<file path="src/rtl/core/h264_rtp_packetizer_unit_defines.svh">
// Assertion macros shared by the RTP packetizer RTL.
// Included by the datapath; depends on nothing.
`ifndef H264_RTP_PACKETIZER_UNIT_DEFINES_SVH
`define H264_RTP_PACKETIZER_UNIT_DEFINES_SVH
// Checks that a condition implies a consequence on the same edge.
`define RTP_ASSERT_IMPL(lbl, ante, cons) \
	lbl: assert property (@(posedge clk) disable iff (!arst_n) (ante) |-> (cons)) \
		else $error("rtp check failed");
// Checks that a condition implies a consequence on the next edge.
`define RTP_ASSERT_NEXT(lbl, ante, cons) \
	lbl: assert property (@(posedge clk) disable iff (!arst_n) (ante) |=> (cons)) \
		else $error("rtp check failed");
`endif

</file>
<file path="src/rtl/core/hrtp_pkg.sv">
// Package for the RTP packetizer: state codes, modes and command structs.
// No dependencies.
`timescale 1ns / 1ps
`default_nettype none
package hrtp_pkg;
	localparam int RtpHdrBytes = 12;
	localparam logic [7:0] TypeMask = 8'h1f;
	localparam logic [7:0] NriMask = 8'h60;

	typedef enum logic [1:0] {
		MODE_IDLE = 2'd0,
		MODE_STORE = 2'd1,
		MODE_SINGLE = 2'd2,
		MODE_FU = 2'd3
	} mode_t;

	// Byte sources for the output mux.
	typedef enum logic [3:0] {
		SRC_RTP_HDR,
		SRC_STAP_IND,
		SRC_SPS_LEN_HI,
		SRC_SPS_LEN_LO,
		SRC_SPS_DATA,
		SRC_PPS_LEN_HI,
		SRC_PPS_LEN_LO,
		SRC_PPS_DATA,
		SRC_FU_IND,
		SRC_FU_HDR,
		SRC_NAL
	} src_t;

	typedef enum logic [3:0] {
		ST_IDLE,
		ST_STAP_HDR,
		ST_STAP_IND,
		ST_SPS_HI,
		ST_SPS_LO,
		ST_SPS_DATA,
		ST_PPS_HI,
		ST_PPS_LO,
		ST_PPS_DATA,
		ST_SNG_HDR,
		ST_FU_HDR,
		ST_FU_IND,
		ST_FU_FHDR,
		ST_NAL
	} state_t;

	typedef struct packed {
		logic take;      // consume the held input request
		logic load;      // capture input request into hold register
		logic emit;      // present a byte on the output register
		src_t src;
		logic first;
		logic last;
		logic seq_inc;
		logic cnt_clr;
		logic cnt_inc;
		logic proc;      // apply the per-byte state update of the held request
	} cmd_t;

	typedef struct packed {
		logic hold_v;
		logic out_free;
		logic h_first;
		logic is_pset;
		logic pset_ok;
		logic stap_ok;
		logic fits;
		logic len_one;
		mode_t mode;
		logic beyond;
		logic need_fu_hdr;
		logic nal_last;
		logic [4:0] cnt;
		logic sps_end;
		logic pps_end;
		logic pps_zero;
	} sts_t;
endpackage
`default_nettype wire

</file>
<file path="src/rtl/core/hrtp_datapath.sv">
// Datapath of the RTP packetizer: input hold, unit state, parameter set
// stores and the output register. Uses hrtp_pkg and the defines header.
`timescale 1ns / 1ps
`default_nettype none
`include "h264_rtp_packetizer_unit_defines.svh"
module hrtp_datapath #(
	parameter int SetMax = 16
) (
	input wire logic clk,
	input wire logic arst_n,
	input wire logic cfg_we,
	input wire logic [1:0] cfg_idx,
	input wire logic [31:0] cfg_data,
	input wire logic [7:0] nal_byte,
	input wire logic nal_first,
	input wire logic [15:0] nal_length,
	input wire logic [31:0] frame_time_ms,
	input wire logic out_stall,
	input wire hrtp_pkg::cmd_t cmd,
	output hrtp_pkg::sts_t sts,
	output logic out_valid,
	output logic [7:0] packet_byte,
	output logic packet_first,
	output logic packet_last
);
	localparam int CW = $clog2(SetMax + 1);
	localparam int AW = $clog2(SetMax);

	logic [12:0] maxp_q;
	logic [6:0] ptype_q;
	logic [31:0] ssrc_q, tbase_q;
	logic [15:0] seq_q;
	logic [7:0] sps_mem [SetMax];
	logic [7:0] pps_mem [SetMax];
	logic [CW-1:0] sps_cnt_q, pps_cnt_q;
	logic [15:0] pos_q;
	logic [11:0] fill_q;
	hrtp_pkg::mode_t mode_q;
	logic [7:0] hdr_q;
	logic [31:0] ts_q;
	logic hv_q;
	logic [7:0] hb_q;
	logic hf_q;
	logic [15:0] hl_q;
	logic [31:0] hms_q;
	logic [4:0] cnt_q;
	logic ov_q;

	logic [12:0] maxp;
	logic [11:0] frag;
	logic [15:0] len;
	logic [4:0] htype;
	logic [15:0] pos1;
	logic [11:0] fill1;
	logic [31:0] ts_mul;
	logic [7:0] obyte;
	logic [AW-1:0] ci;

	always_comb begin
		maxp = maxp_q;
		if (maxp_q < 13'd64) maxp = 13'd64;
		if (maxp_q > 13'd4096) maxp = 13'd4096;
		frag = 12'(maxp - 13'd14);
		len = (hl_q == 16'd0) ? 16'd1 : hl_q;
		htype = hb_q[4:0];
		pos1 = pos_q + 16'd1;
		fill1 = fill_q + 12'd1;
		ts_mul = tbase_q + 32'(hms_q * 32'd90);
		ci = cnt_q[AW-1:0];
	end

	always_comb begin
		sts.hold_v = hv_q;
		sts.out_free = !ov_q || !out_stall;
		sts.h_first = hf_q;
		sts.is_pset = (htype == 5'd7) || (htype == 5'd8);
		sts.pset_ok = len <= 16'(SetMax);
		sts.stap_ok = (htype == 5'd5) && (sps_cnt_q != '0) && (pps_cnt_q != '0);
		sts.fits = 17'(len) <= 17'(maxp) - 17'd13;
		sts.len_one = len == 16'd1;
		sts.mode = mode_q;
		if (mode_q == hrtp_pkg::MODE_STORE)
			sts.beyond = ((hdr_q[4:0] == 5'd7) ? 16'(sps_cnt_q) : 16'(pps_cnt_q)) <= pos_q;
		else
			sts.beyond = pos_q >= len;
		sts.need_fu_hdr = fill_q == 12'd0;
		sts.nal_last = (mode_q == hrtp_pkg::MODE_FU) ?
			(pos1 >= len || fill1 >= frag) : (pos1 >= len);
		sts.cnt = cnt_q;
		sts.sps_end = 5'(cnt_q + 5'd1) >= 5'(sps_cnt_q);
		sts.pps_end = 5'(cnt_q + 5'd1) >= 5'(pps_cnt_q);
		sts.pps_zero = pps_cnt_q == '0;
	end

	always_comb begin
		obyte = hb_q;
		case (cmd.src)
			hrtp_pkg::SRC_RTP_HDR: begin
				case (cnt_q[3:0])
					4'd0: obyte = 8'h80;
					4'd1: obyte = {1'b0, ptype_q};
					4'd2: obyte = seq_q[15:8];
					4'd3: obyte = seq_q[7:0];
					4'd4: obyte = ts_q[31:24];
					4'd5: obyte = ts_q[23:16];
					4'd6: obyte = ts_q[15:8];
					4'd7: obyte = ts_q[7:0];
					4'd8: obyte = ssrc_q[31:24];
					4'd9: obyte = ssrc_q[23:16];
					4'd10: obyte = ssrc_q[15:8];
					default: obyte = ssrc_q[7:0];
				endcase
			end
			hrtp_pkg::SRC_STAP_IND: obyte = (sps_mem[0] & hrtp_pkg::NriMask) | 8'd24;
			hrtp_pkg::SRC_SPS_LEN_HI: obyte = 8'd0;
			hrtp_pkg::SRC_SPS_LEN_LO: obyte = 8'(sps_cnt_q);
			hrtp_pkg::SRC_SPS_DATA: obyte = sps_mem[ci];
			hrtp_pkg::SRC_PPS_LEN_HI: obyte = 8'd0;
			hrtp_pkg::SRC_PPS_LEN_LO: obyte = 8'(pps_cnt_q);
			hrtp_pkg::SRC_PPS_DATA: obyte = pps_mem[ci];
			hrtp_pkg::SRC_FU_IND: obyte = (hdr_q & hrtp_pkg::NriMask) | 8'd28;
			hrtp_pkg::SRC_FU_HDR: obyte = {pos_q == 16'd1, (17'(len) - 17'(pos_q)) <= 17'(frag),
				1'b0, hdr_q[4:0]};
			hrtp_pkg::SRC_NAL: obyte = hb_q;
			default: obyte = hb_q;
		endcase
	end

	// Configuration registers.
	always_ff @(posedge clk or negedge arst_n) begin
		if (!arst_n) begin
			maxp_q <= 13'd1400;
			ptype_q <= 7'd96;
			ssrc_q <= '0;
			tbase_q <= '0;
		end else if (cfg_we) begin
			case (cfg_idx)
				2'd0: maxp_q <= cfg_data[12:0];
				2'd1: ptype_q <= cfg_data[6:0];
				2'd2: ssrc_q <= cfg_data;
				default: tbase_q <= cfg_data;
			endcase
		end
	end

	// Input hold register and output register.
	always_ff @(posedge clk or negedge arst_n) begin
		if (!arst_n) begin
			hv_q <= 1'b0;
			ov_q <= 1'b0;
		end else begin
			if (cmd.load) hv_q <= 1'b1;
			else if (cmd.take) hv_q <= 1'b0;
			if (cmd.emit) ov_q <= 1'b1;
			else if (!out_stall) ov_q <= 1'b0;
		end
	end

	always_ff @(posedge clk) begin
		if (cmd.load) begin
			hb_q <= nal_byte;
			hf_q <= nal_first;
			hl_q <= nal_length;
			hms_q <= frame_time_ms;
		end
		if (cmd.emit) begin
			packet_byte <= obyte;
			packet_first <= cmd.first;
			packet_last <= cmd.last;
		end
	end

	// Unit state.
	always_ff @(posedge clk or negedge arst_n) begin
		if (!arst_n) begin
			seq_q <= '0;
			sps_cnt_q <= '0;
			pps_cnt_q <= '0;
			pos_q <= '0;
			fill_q <= '0;
			mode_q <= hrtp_pkg::MODE_IDLE;
			hdr_q <= '0;
			ts_q <= '0;
			cnt_q <= '0;
		end else begin
			if (cmd.seq_inc) seq_q <= seq_q + 16'd1;
			if (cmd.cnt_clr) cnt_q <= '0;
			else if (cmd.cnt_inc) cnt_q <= cnt_q + 5'd1;
			if (cmd.proc) begin
				if (hf_q) begin
					hdr_q <= hb_q;
					ts_q <= ts_mul;
					fill_q <= '0;
					pos_q <= 16'd1;
					if (sts.is_pset) begin
						mode_q <= hrtp_pkg::MODE_IDLE;
						if (sts.pset_ok) begin
							if (htype == 5'd7) sps_cnt_q <= CW'(len);
							else pps_cnt_q <= CW'(len);
							if (!sts.len_one) mode_q <= hrtp_pkg::MODE_STORE;
						end
					end else if (sts.fits)
						mode_q <= sts.len_one ? hrtp_pkg::MODE_IDLE : hrtp_pkg::MODE_SINGLE;
					else
						mode_q <= hrtp_pkg::MODE_FU;
				end else if (mode_q != hrtp_pkg::MODE_IDLE) begin
					if (sts.beyond) mode_q <= hrtp_pkg::MODE_IDLE;
					else begin
						pos_q <= pos1;
						if (mode_q == hrtp_pkg::MODE_STORE) begin
							if (((hdr_q[4:0] == 5'd7) ? 16'(sps_cnt_q) : 16'(pps_cnt_q)) <= pos1)
								mode_q <= hrtp_pkg::MODE_IDLE;
						end else begin
							if (mode_q == hrtp_pkg::MODE_FU)
								fill_q <= sts.nal_last ? 12'd0 : fill1;
							if (pos1 >= len) mode_q <= hrtp_pkg::MODE_IDLE;
						end
					end
				end
			end
		end
	end

	// Parameter set stores.
	always_ff @(posedge clk) begin
		if (cmd.proc) begin
			if (hf_q && sts.is_pset && sts.pset_ok) begin
				if (htype == 5'd7) sps_mem[0] <= hb_q;
				else pps_mem[0] <= hb_q;
			end else if (!hf_q && mode_q == hrtp_pkg::MODE_STORE && !sts.beyond) begin
				if (hdr_q[4:0] == 5'd7) sps_mem[pos_q[AW-1:0]] <= hb_q;
				else pps_mem[pos_q[AW-1:0]] <= hb_q;
			end
		end
	end

	assign out_valid = ov_q;

	`RTP_ASSERT_IMPL(a_no_emit_on_stall, cmd.emit, sts.out_free)
	`RTP_ASSERT_NEXT(a_emit_valid, cmd.emit, out_valid)
	`RTP_ASSERT_IMPL(a_no_load_busy, cmd.load, !hv_q || cmd.take)
	`RTP_ASSERT_IMPL(a_proc_held, cmd.proc, hv_q)
endmodule
`default_nettype wire

</file>
<file path="src/rtl/core/hrtp_ctrl.sv">
// Controller of the RTP packetizer: sequences header, STAP-A, FU-A and
// payload bytes. Uses hrtp_pkg.
`timescale 1ns / 1ps
`default_nettype none
module hrtp_ctrl (
	input wire logic clk,
	input wire logic arst_n,
	input wire logic nal_valid,
	input wire hrtp_pkg::sts_t sts,
	output hrtp_pkg::cmd_t cmd,
	output logic nal_stall
);
	hrtp_pkg::state_t st_q, st_d;
	logic hdr_end;

	assign hdr_end = sts.cnt == 5'(hrtp_pkg::RtpHdrBytes - 1);

	always_comb begin
		st_d = st_q;
		case (st_q)
			hrtp_pkg::ST_IDLE: begin
				if (sts.hold_v) begin
					if (sts.h_first) begin
						if (sts.is_pset) st_d = hrtp_pkg::ST_IDLE;
						else if (sts.stap_ok) st_d = hrtp_pkg::ST_STAP_HDR;
						else if (sts.fits) st_d = hrtp_pkg::ST_SNG_HDR;
					end else if (sts.mode == hrtp_pkg::MODE_FU && !sts.beyond
						&& sts.need_fu_hdr)
						st_d = hrtp_pkg::ST_FU_HDR;
					else if (sts.mode == hrtp_pkg::MODE_SINGLE && !sts.beyond
						&& sts.out_free)
						st_d = hrtp_pkg::ST_IDLE;
				end
			end
			hrtp_pkg::ST_STAP_HDR: if (sts.out_free && hdr_end) st_d = hrtp_pkg::ST_STAP_IND;
			hrtp_pkg::ST_STAP_IND: if (sts.out_free) st_d = hrtp_pkg::ST_SPS_HI;
			hrtp_pkg::ST_SPS_HI: if (sts.out_free) st_d = hrtp_pkg::ST_SPS_LO;
			hrtp_pkg::ST_SPS_LO: if (sts.out_free) st_d = hrtp_pkg::ST_SPS_DATA;
			hrtp_pkg::ST_SPS_DATA: if (sts.out_free && sts.sps_end) st_d = hrtp_pkg::ST_PPS_HI;
			hrtp_pkg::ST_PPS_HI: if (sts.out_free) st_d = hrtp_pkg::ST_PPS_LO;
			hrtp_pkg::ST_PPS_LO: if (sts.out_free) st_d = hrtp_pkg::ST_PPS_DATA;
			hrtp_pkg::ST_PPS_DATA: if (sts.out_free && sts.pps_end) begin
				st_d = sts.fits ? hrtp_pkg::ST_SNG_HDR : hrtp_pkg::ST_IDLE;
			end
			hrtp_pkg::ST_SNG_HDR: if (sts.out_free && hdr_end) st_d = hrtp_pkg::ST_NAL;
			hrtp_pkg::ST_FU_HDR: if (sts.out_free && hdr_end) st_d = hrtp_pkg::ST_FU_IND;
			hrtp_pkg::ST_FU_IND: if (sts.out_free) st_d = hrtp_pkg::ST_FU_FHDR;
			hrtp_pkg::ST_FU_FHDR: if (sts.out_free) st_d = hrtp_pkg::ST_NAL;
			hrtp_pkg::ST_NAL: if (sts.out_free) st_d = hrtp_pkg::ST_IDLE;
			default: st_d = hrtp_pkg::ST_IDLE;
		endcase
	end

	always_comb begin
		cmd = '0;
		cmd.src = hrtp_pkg::SRC_NAL;
		case (st_q)
			hrtp_pkg::ST_IDLE: begin
				if (sts.hold_v) begin
					if (sts.h_first) begin
						cmd.cnt_clr = 1'b1;
						// The unit timestamp is latched before any header goes out.
						cmd.proc = 1'b1;
						if (sts.is_pset || (!sts.stap_ok && !sts.fits))
							cmd.take = 1'b1;
					end else if (sts.mode == hrtp_pkg::MODE_FU && !sts.beyond) begin
						cmd.cnt_clr = 1'b1;
						if (!sts.need_fu_hdr && sts.out_free) begin
							cmd.emit = 1'b1;
							cmd.last = sts.nal_last;
							cmd.proc = 1'b1;
							cmd.take = 1'b1;
						end
					end else if (sts.mode == hrtp_pkg::MODE_SINGLE && !sts.beyond) begin
						if (sts.out_free) begin
							cmd.emit = 1'b1;
							cmd.last = sts.nal_last;
							cmd.proc = 1'b1;
							cmd.take = 1'b1;
						end
					end else begin
						cmd.proc = 1'b1;
						cmd.take = 1'b1;
					end
				end
			end
			hrtp_pkg::ST_STAP_HDR, hrtp_pkg::ST_SNG_HDR, hrtp_pkg::ST_FU_HDR: begin
				if (sts.out_free) begin
					cmd.emit = 1'b1;
					cmd.src = hrtp_pkg::SRC_RTP_HDR;
					cmd.first = sts.cnt == 5'd0;
					// The sequence number steps before its bytes are sent.
					cmd.seq_inc = sts.cnt == 5'd0;
					cmd.cnt_inc = !hdr_end;
					cmd.cnt_clr = hdr_end;
				end
			end
			hrtp_pkg::ST_STAP_IND: begin
				cmd.emit = sts.out_free;
				cmd.src = hrtp_pkg::SRC_STAP_IND;
			end
			hrtp_pkg::ST_SPS_HI: begin
				cmd.emit = sts.out_free;
				cmd.src = hrtp_pkg::SRC_SPS_LEN_HI;
			end
			hrtp_pkg::ST_SPS_LO: begin
				cmd.emit = sts.out_free;
				cmd.src = hrtp_pkg::SRC_SPS_LEN_LO;
				cmd.cnt_clr = sts.out_free;
			end
			hrtp_pkg::ST_SPS_DATA: begin
				if (sts.out_free) begin
					cmd.emit = 1'b1;
					cmd.src = hrtp_pkg::SRC_SPS_DATA;
					cmd.cnt_inc = !sts.sps_end;
					cmd.cnt_clr = sts.sps_end;
				end
			end
			hrtp_pkg::ST_PPS_HI: begin
				cmd.emit = sts.out_free;
				cmd.src = hrtp_pkg::SRC_PPS_LEN_HI;
			end
			hrtp_pkg::ST_PPS_LO: begin
				cmd.emit = sts.out_free;
				cmd.src = hrtp_pkg::SRC_PPS_LEN_LO;
				cmd.last = sts.pps_zero;
				cmd.cnt_clr = sts.out_free;
			end
			hrtp_pkg::ST_PPS_DATA: begin
				if (sts.out_free) begin
					cmd.emit = 1'b1;
					cmd.src = hrtp_pkg::SRC_PPS_DATA;
					cmd.last = sts.pps_end;
					cmd.cnt_inc = !sts.pps_end;
					cmd.cnt_clr = sts.pps_end;
					// A unit too large for one packet only records its start here.
					if (sts.pps_end && !sts.fits) begin
						cmd.proc = 1'b1;
						cmd.take = 1'b1;
					end else if (sts.pps_end) cmd.proc = 1'b1;
				end
			end
			hrtp_pkg::ST_FU_IND: begin
				cmd.emit = sts.out_free;
				cmd.src = hrtp_pkg::SRC_FU_IND;
			end
			hrtp_pkg::ST_FU_FHDR: begin
				cmd.emit = sts.out_free;
				cmd.src = hrtp_pkg::SRC_FU_HDR;
			end
			hrtp_pkg::ST_NAL: begin
				if (sts.out_free) begin
					cmd.emit = 1'b1;
					cmd.src = hrtp_pkg::SRC_NAL;
					cmd.take = 1'b1;
					if (sts.h_first) cmd.last = sts.len_one;
					else begin
						cmd.last = sts.nal_last;
						cmd.proc = 1'b1;
					end
				end
			end
			default: cmd = '0;
		endcase
		cmd.load = nal_valid && !nal_stall;
	end

	assign nal_stall = sts.hold_v && !cmd.take;

	always_ff @(posedge clk or negedge arst_n) begin
		if (!arst_n) st_q <= hrtp_pkg::ST_IDLE;
		else st_q <= st_d;
	end
endmodule
`default_nettype wire

</file>
<file path="src/rtl/core/h264_rtp_packetizer_unit.sv">
// H.264 RTP packetizer (single NAL, STAP-A, FU-A): top level.
// Instances hrtp_ctrl and hrtp_datapath; uses hrtp_pkg.
// Usage:
//  Input channel nal_*: one NAL byte per request, nal_first on the header
//  byte; nal_length and frame_time_ms stay constant within a unit.
//  Output channel packet_*: one RTP packet byte per request, packet_first
//  on the first header byte, packet_last on the final byte.
//  Configuration: cfg_we with cfg_index and cfg_data, written while idle.
//  Packet opening: a byte that opens a packet first takes a decision step
//  and the 12 byte RTP header; an FU-A fragment adds its indicator and
//  header. An IDR with both parameter sets stored is preceded by a STAP-A
//  packet of 17 + SPS bytes + PPS bytes. The controller emits one byte per
//  cycle through a single output register while packet_stall is low.
//  Path: an accepted byte passes the hold register and the output register
//  before it appears as its packet byte.
//  Reset: clears sequence number, set counts and unit state; registers
//  take their defaults (1400, 96, 0, 0).
//  Stall: while packet_stall is high the output holds and the input is
//  stalled once its hold register is full.
`timescale 1ns / 1ps
`default_nettype none
module h264_rtp_packetizer_unit #(
	parameter int PARAM_SET_MAX_BYTES = 16
) (
	input wire logic clk,
	input wire logic arst_n,
	input wire logic cfg_we,
	input wire logic [1:0] cfg_index,
	input wire logic [31:0] cfg_data,
	input wire logic nal_valid,
	output logic nal_stall,
	input wire logic [7:0] nal_byte,
	input wire logic nal_first,
	input wire logic [15:0] nal_length,
	input wire logic [31:0] frame_time_ms,
	output logic packet_valid,
	input wire logic packet_stall,
	output logic [7:0] packet_byte,
	output logic packet_first,
	output logic packet_last
);
	hrtp_pkg::cmd_t cmd;
	hrtp_pkg::sts_t sts;

	hrtp_ctrl u_ctrl (
		.clk(clk), .arst_n(arst_n), .nal_valid(nal_valid), .sts(sts),
		.cmd(cmd), .nal_stall(nal_stall)
	);

	hrtp_datapath #(.SetMax(PARAM_SET_MAX_BYTES)) u_dp (
		.clk(clk), .arst_n(arst_n), .cfg_we(cfg_we), .cfg_idx(cfg_index),
		.cfg_data(cfg_data), .nal_byte(nal_byte), .nal_first(nal_first),
		.nal_length(nal_length), .frame_time_ms(frame_time_ms),
		.out_stall(packet_stall), .cmd(cmd), .sts(sts), .out_valid(packet_valid),
		.packet_byte(packet_byte), .packet_first(packet_first),
		.packet_last(packet_last)
	);
endmodule
`default_nettype wire
</file>
<file path="config.mk">
export PLATFORM = sky130hd
export DESIGN_NAME = h264_rtp_packetizer_unit
export DESIGN_NICKNAME = d
export VERILOG_FILES = /design/src/rtl/core/hrtp_pkg.sv /design/src/rtl/core/hrtp_datapath.sv /design/src/rtl/core/hrtp_ctrl.sv /design/src/rtl/core/h264_rtp_packetizer_unit.sv
export VERILOG_INCLUDE_DIRS = /design/src /design/src/rtl/core
export SDC_FILE = /design/constraint.sdc
export NUM_CORES = 1
export LEC_CHECK = 0
export BUFFER_PORTS_ARGS = -buffer_cell sky130_fd_sc_hd__buf_2
export CAP_MARGIN = 10
export CORE_MARGIN = 2
export CORE_UTILIZATION = 65
export DETAILED_ROUTE_END_ITERATION = 8
export GPL_TIMING_DRIVEN = 0
export PLACE_DENSITY_LB_ADDON = 0.05
export SYNTH_ARGS = -nofsm -noshare
export SYNTH_HDL_FRONTEND = slang
export SYNTH_SLANG_ARGS = --single-unit
</file>
<file path="constraint.sdc">
create_clock -name clk -period 10.5 [get_ports clk]
set_clock_uncertainty 0.2 [all_clocks]
set_input_delay 1.05 -clock clk [delete_from_list [all_inputs] [get_ports clk]]
set_output_delay 1.05 -clock clk [all_outputs]
set_load 0.01 [all_outputs]
</file>
==> results.sh, run 1 <==
export IMPL_relSlewSlack_pct=15.68
export IMPL_met2_length_mm=34.46
export IMPL_dieArea_um2=46260
export IMPL_grt_use_total_pct=33.63
export IMPL_synth_edf_count=322
export IMPL_synth_top_family_by_area="adder cells"
export IMPL_crit_arrival_ps=5880
export IMPL_crit_path_max_fanout=9
export IMPL_post_route_min_period_ps=7134
export IMPL_min_path_type="in -> async"
export IMPL_ys_flop_type="edfxtp_1"
export IMPL_slowest_stage="a2111oi_0"
export IMPL_numCtsBuffers=52
export IMPL_clock_fmax_ghz=0.1402
export IMPL_syn_to_final_growth_pct=10.93
export IMPL_gp_congestion=0.9350
export IMPL_core_rowCount=77
export IMPL_nets=2911
export IMPL_crit_end="nal_stall"
export IMPL_critPathBufInv=3
export IMPL_critPathKind="reg -> out"
export IMPL_synth_seq_area_share_pct=49.84
export IMPL_crit_chain="clkbuf_1, nor2_1, a41o_1, o21a_1, nand2_1, inv_1, ha_1, a31oi_1, nand2b_1, nand3_1, nand2_1, o21a_1, o21ai_1, ha_1, a21o_1, a21o_1, a2111oi_0, a211o_1, o21ai_0, a21oi_1, buf_2"
export IMPL_tightestPinTransition_ps=1265
export IMPL_synthXorXnorAreaFrac_pct=3.568
export IMPL_cts_tree="yes"
export IMPL_synth_cell_area_um2=28960
export IMPL_wire_per_inst_um=24.17
export IMPL_routedLengthMet1_mm=32.79
export IMPL_setup_viol=0
export IMPL_grt_pass1_vias=20250
export IMPL_synth_compound_area_share_pct=11.53
export IMPL_antenna_found_initial=0
export IMPL_die_y_um=215.1
export IMPL_h_tree_depth=2
export IMPL_async_flop_share_pct=37.11
export IMPL_vias=20580
export IMPL_die_x_um=215.1
export IMPL_yosys_area_share_adder_pct=12.04
export IMPL_io_buffers=106
export IMPL_synth_simple_area_share_pct=8.929
export IMPL_cap_violations=0
export IMPL_syn_inst=2397
export IMPL_route_met3_wl_mm=7.559
export IMPL_clk_pin_slew_ps=60
export IMPL_ys_types=81
export IMPL_hpwl_mm=56.62
export IMPL_post_cts_buffers=0
export IMPL_first_pass_iters=6
export IMPL_cp_required_ps=9250
export IMPL_drive_above_1_share_pct=15.01
export IMPL_final_common_cell="edfxtp_1"
export IMPL_cts_buffer_depth=3
export IMPL_crit_start="u_dp.maxp_q[4]"
export IMPL_start_util_pct=65.64
export IMPL_nFillCells=3132
export IMPL_drc_errors=0
export IMPL_reg2regPathDepth=26
export IMPL_start_kind="flip-flop"
export IMPL_final_antenna_net_count=0
export IMPL_ys_ff_latch=512
export IMPL_reg2reg_from="u_dp.hms_q[1]"
export IMPL_worst_path_stages=21
export IMPL_grt_pass1_wl_mm=118.6
export IMPL_synthMuxAreaShare_pct=10.30
export IMPL_finalWirelength_mm=77.43
export IMPL_crit_family="compound AO/OA/AOI/OAI gates"
export IMPL_cts_hold_buf=0
export IMPL_vias_per_cell=6.424
export IMPL_overflow=0
export IMPL_cp_end_kind="primary output"
export IMPL_drtIter0Drc=2135
export IMPL_fin_setup_tns_ps=0
export IMPL_run_status="complete, no violations"
export IMPL_fin_crit_sh_pct=67.94
export IMPL_hold_viol=0
export IMPL_rsz0062_at_grt="false"
export IMPL_coreArea_um2=44120
export IMPL_clock_sinks=512
export IMPL_diodes=0
export IMPL_yosysWarnings=0
export IMPL_critPathMaxStageDelay_ps=550
export IMPL_grt_max_degree=115
export IMPL_r2r_setup_slack_ps=3490
export IMPL_design_portCount=108
export IMPL_mostFrequentLayoutCells="322 x edfxtp_1, 194 x ha_1, 193 x inv_1"
export IMPL_worstSkewPairLatency_ps=630
export IMPL_ctsResizeCount=0
export IMPL_cts_root_buffer="clkbuf_16"
export IMPL_routed_top_layer="met4"
export IMPL_drv_slew=0
export IMPL_avgSynthCellArea_um2=12.08
export IMPL_r2r_end="u_dp.ts_q[31]"
-- synthesized netlist by cell type, drive strengths merged, types with 8 or more instances --
library cell | instances | area (um2)
inv | 193 | 724.4
o31ai | 13 | 97.59
or3 | 8 | 50.05
edfxtp | 322 | 9669
a222oi | 14 | 140.1
xnor2 | 80 | 700.7
nor3 | 32 | 165.2
o21ai | 133 | 665.6
o21a | 19 | 142.6
a31oi | 19 | 133.9
nor4 | 19 | 118.9
o22ai | 13 | 81.33
nand3 | 53 | 265.3
xor2 | 38 | 332.8
a22oi | 13 | 97.59
nor2 | 130 | 488.0
dfrtp | 182 | 4554
clkbuf | 75 | 281.5
buf | 20 | 86.33
o21bai | 17 | 127.6
a211oi | 14 | 105.1
nor2b | 22 | 137.6
mux2 | 97 | 1092
fa | 53 | 1061
and2 | 11 | 68.82
dfstp | 8 | 210.2
o211ai | 17 | 127.6
mux4 | 80 | 1802
nand4 | 18 | 112.6
a211o | 10 | 87.58
a21o | 52 | 390.4
ha | 194 | 2427
a21oi | 104 | 524.3
nand2b | 28 | 175.2
nand2 | 172 | 645.6
a22o | 17 | 148.9
mux2i | 9 | 90.09
and3 | 11 | 70.07
-- cell families (layout without fill, tap and decap cells) --
group | after synthesis | in the layout
compound gates | 505 | 505
buf+inv | 288 | 499
fa+ha+maj | 247 | 247
other cells | 1 | 5
mux | 186 | 186
simple gates | 540 | 540
xor+xnor | 118 | 118
flops | 512 | 512
-- metrics by stage --
stage	setup slack [ps]	utilization (%)	area, um2	hold slack (ps)	cells
floorplan	3581	-	28980	241.8	2401
global placement	972.1	68.55	30250	264.7	3099
detailed placement	3788	68.79	30350	276.2	3103
CTS	3402	72.68	32070	233.4	3201
global route	2977	72.82	32130	253.5	3204
finish	3366	72.82	32130	206.4	3204
-- worst min path at each step --
stage,endpoint,slack (ps),cells past startpoint
5_1_grt,u_dp.pos_q[4],250,1
3_5_place_dp,u_dp.ts_q[2],280,2
6_report,u_dp.pos_q[4],210,1
2_1_floorplan,u_dp.seq_q[15],240,1
4_1_cts,u_dp.hdr_q[3],230,1
3_3_place_gp,u_dp.ts_q[0],260,1
-- metal layers --
| layer | track usage (%) | up-vias |
|---|---|---|
| met1 | 49.31 | 10160 |
| met4 | 11.47 | 0 |
| met2 | 50.66 | 1039 |
| met3 | 7.021 | 175 |
| met5 | 0 | - |
| li1 | - | 9211 |
-- worst register-to-register path: stages, from the launching register on --
cell      delay (ps)
edfxtp_1         460
ha_1             340
inv_1             60
fa_1             500
fa_1             530
inv_1             50
ha_1             340
o21ai_0          140
o21a_1           210
o31ai_1          430
a31oi_1          280
o21ai_1          410
o211ai_1         210
nand2b_1         110
a21oi_1           80
xnor2_1          220
ha_1             280
clkbuf_1         190
a21o_1           230
a211oi_1         370
nand2_1           90
o21ai_0          150
nor3_1            80
a21oi_1          290
xnor2_1          130
xnor2_1          370
o21ai_1          120
-- sequential cells by signal, indices dropped and copies added (netlist names), 2 cells and up --
name	count
u_dp.hl_q	16
u_dp.cnt_q	5
u_dp.pps_mem	128
u_dp.ptype_q	7
u_dp.sps_mem	128
u_dp.maxp_q	13
u_dp.ts_q	32
u_dp.hdr_q	7
u_dp.hb_q	8
u_dp.packet_byte	8
u_dp.pos_q	16
u_ctrl.st_q	4
u_dp.hms_q	31
u_dp.tbase_q	32
u_dp.mode_q	2
u_dp.pps_cnt_q	5
u_dp.ssrc_q	32
u_dp.sps_cnt_q	5
u_dp.fill_q	12
u_dp.seq_q	16
-- cell type report --
| cell class | instances | area, um2 | area share (%) |
|---|---|---|---|
| multi-input cells | 1601 | 13470 | 41.91 |
| clock buffers | 76 | 1498 | 4.661 |
| repair buffers | 113 | 679.4 | 2.115 |
| flip-flops and latches | 512 | 14430 | 44.92 |
| plain buffers | 95 | 367.9 | 1.145 |
| well taps | 592 | 740.7 | 2.305 |
| clock inverters | 22 | 219.0 | 0.6815 |
| inverters | 193 | 724.4 | 2.255 |
Power of run 1 is left out: the tool's default activity adds up to more than one toggle a clock period on the data nets, which glitch-free logic cannot reach.
==> run 2, diff against run 1 <==
ABC_AREA = 1   (was not set)
CORE_UTILIZATION = 63   (was 65)
clock period = 7.5 ns   (was 10.5 ns; I/O delays follow)
==> run 2 against run 1 <==
- die area increased by 8.5%
- design area rose by 5.3%
- worst setup slack worse by 1900 ps
- first-iteration DRC count up 30%
- sequential share of layout area down 2.2 points
- flip-flop and latch count unchanged
- non-clock buffer count is 23 higher
- critical path depth increased by 7
- synthesized area grew 5.3%
- via count grew 25%
- clock-buffer cell count down 4
- critical endpoint unchanged
==> results.sh, run 2 <==
export IMPL_setup_ws_ps=1447
export IMPL_drc_errors=0
export IMPL_vias=25710
export IMPL_cp_common_cell="nand2_1"
export IMPL_critPathBufInv=6
export IMPL_setup_viol=0
export IMPL_dieArea_um2=50200
export IMPL_tightestPinTransition_ps=1294
export IMPL_die_y_um=224.0
export IMPL_vias_per_cell=6.053
export IMPL_critPathMaxStageDelay_ps=610
export IMPL_async_flop_share_pct=37.11
export IMPL_hpwl_mm=69.29
export IMPL_fin_crit_sh_pct=80.70
export IMPL_cp_required_ps=6550
export IMPL_finalWirelength_mm=91.64
export IMPL_seq_area_um2=14430
export IMPL_slowest_stage="nor3_1"
export IMPL_clk_pin_slew_ps=70
export IMPL_grt_pass1_wl_mm=138.6
export IMPL_hold_viol=0
export IMPL_clock_fmax_ghz=0.1652
export IMPL_syn_inst=3414
export IMPL_grt_max_degree=130
export IMPL_cts_root_buffer="clkbuf_16"
export IMPL_relSlewSlack_pct=13.71
export IMPL_ys_types=62
export IMPL_h_tree_depth=2
export IMPL_crit_arrival_ps=5100
export IMPL_synth_area_leaders="edfxtp_1 32%, dfrtp_1 15%, nand2_1 9.9%"
export IMPL_drive_above_1_share_pct=8.372
export IMPL_grt_use_total_pct=36.24
export IMPL_wire_per_inst_um=21.58
export IMPL_yosysWarnings=0
export IMPL_nets=3931
export IMPL_worstSkewPairLatency_ps=610
export IMPL_reg2reg_from="u_dp.cnt_q[1]"
export IMPL_post_route_min_period_ps=6053
export IMPL_ys_ff_latch=512
export IMPL_final_common_cell="nand2_1"
export IMPL_first_pass_iters=7
export IMPL_syn_to_final_growth_pct=10.87
export IMPL_run_status="complete, no violations"
export IMPL_mostFrequentLayoutCells="808 x nand2_1, 416 x inv_1, 322 x edfxtp_1"
export IMPL_critPathKind="reg -> out"
export IMPL_cp_end_kind="primary output"
export IMPL_avgSynthCellArea_um2=8.935
export IMPL_drtIter0Drc=2779
export IMPL_cts_tree="yes"
export IMPL_ctsResizeCount=0
export IMPL_final_antenna_net_count=0
export IMPL_start_util_pct=63.89
export IMPL_yosysTopAreaCell="edfxtp_1"
export IMPL_synth_edf_count=322
export IMPL_gp_congestion=0.9926
export IMPL_worstHoldStart="nal_length[10]"
export IMPL_cap_violations=0
export IMPL_start_kind="flip-flop"
export IMPL_grt_pass1_vias=24680
export IMPL_synth_most_common_cell="nand2_1"
export IMPL_antenna_found_initial=1
export IMPL_synth_common_cells="808 x nand2_1, 417 x inv_1, 322 x edfxtp_1"
export IMPL_drv_slew=0
export IMPL_nFillCells=3698
export IMPL_crit_start="u_dp.maxp_q[7]"
export IMPL_numCtsBuffers=53
export IMPL_timing_hold_ws_ps=107.3
export IMPL_design_portCount=108
export IMPL_overflow=0
export IMPL_synth_top_area_share_pct=31.70
export IMPL_cts_buffer_depth=3
export IMPL_crit_path_max_fanout=5
export IMPL_synth_seq_area_share_pct=47.32
export IMPL_rsz0062_at_grt="false"
export IMPL_coreArea_um2=47750
export IMPL_multi_input_area_um2=13930
export IMPL_core_rowCount=80
export IMPL_synth_cell_area_um2=30500
export IMPL_dpl_worst_slack_ps=1732
export IMPL_ys_flop_type="edfxtp_1"
export IMPL_clock_sinks=512
export IMPL_min_path_type="in -> reg"
export IMPL_reg_top3="u_dp.pps_mem (128), u_dp.sps_mem (128)"
export IMPL_crit_family="simple AND/OR/NAND/NOR gates"
export IMPL_io_buffers=106
export IMPL_die_x_um=224.0
export IMPL_fin_setup_tns_ps=0
## run 2: layout make-up
class | instances | share of cell area (%)
diodes | 1 | 0.007399
plain buffers | 116 | 1.576
clock buffers | 72 | 4.347
clock inverters | 26 | 0.9064
inverters | 431 | 4.791
multi-input cells | 2359 | 41.20
flip-flops and latches | 512 | 42.68
well taps | 615 | 2.275
repair buffers | 115 | 2.220
## run 2: through the flow
step | cell area, um2 | instances | utilization (%)
after floorplan | 30520 | 3418 | -
after global placement | 31820 | 4139 | 66.64
after detailed placement | 31880 | 4141 | 66.76
after CTS | 33660 | 4240 | 70.51
after global routing | 33820 | 4246 | 70.83
final | 33820 | 4247 | 70.83
## run 2: repair_timing
action / in CTS / in global routing
hold buffers: 1 / 0
endpoints found under the hold margin: 58 / 0
buffers inserted: 0 / 0
## run 2: worst paths after layout
kind                                       to  slack, ps  depth (start not counted)
max in group asynchronous      u_dp.seq_q[11]       5570                          3
min reg2reg                    u_dp.seq_q[15]        290                          1
min in group asynchronous      u_dp.fill_q[5]        480                          2
max reg2reg                u_dp.pps_mem[0][1]       1510                         18
max                                 nal_stall       1450                         28
min                             u_dp.hl_q[10]        110                          1
## run 2: per-layer routing
layer	global-route usage [%]	part of all wire, %	up-vias
li1	-	-	11890
met1	49.54	41	12260
met2	57.72	45	1320
met3	5.483	8.8	237
met4	16.26	4.7	0
met5	0	0	-
## run 2: logic make-up (layout without fill, tap and decap cells)
kind of cell	after synthesis	after routing	synth area share, %
AOI/OAI and AO/OA	625	625	11.93
buffers and inverters	547	760	7.059
adders and majority gates	247	247	11.44
muxes	1	1	0.03282
other	1	6	0.01229
xor gates and xnor gates	107	107	3.072
and+or+nand+nor	1374	1374	19.14
DFF	512	512	47.32
Power of run 2 is left out for the same reason.
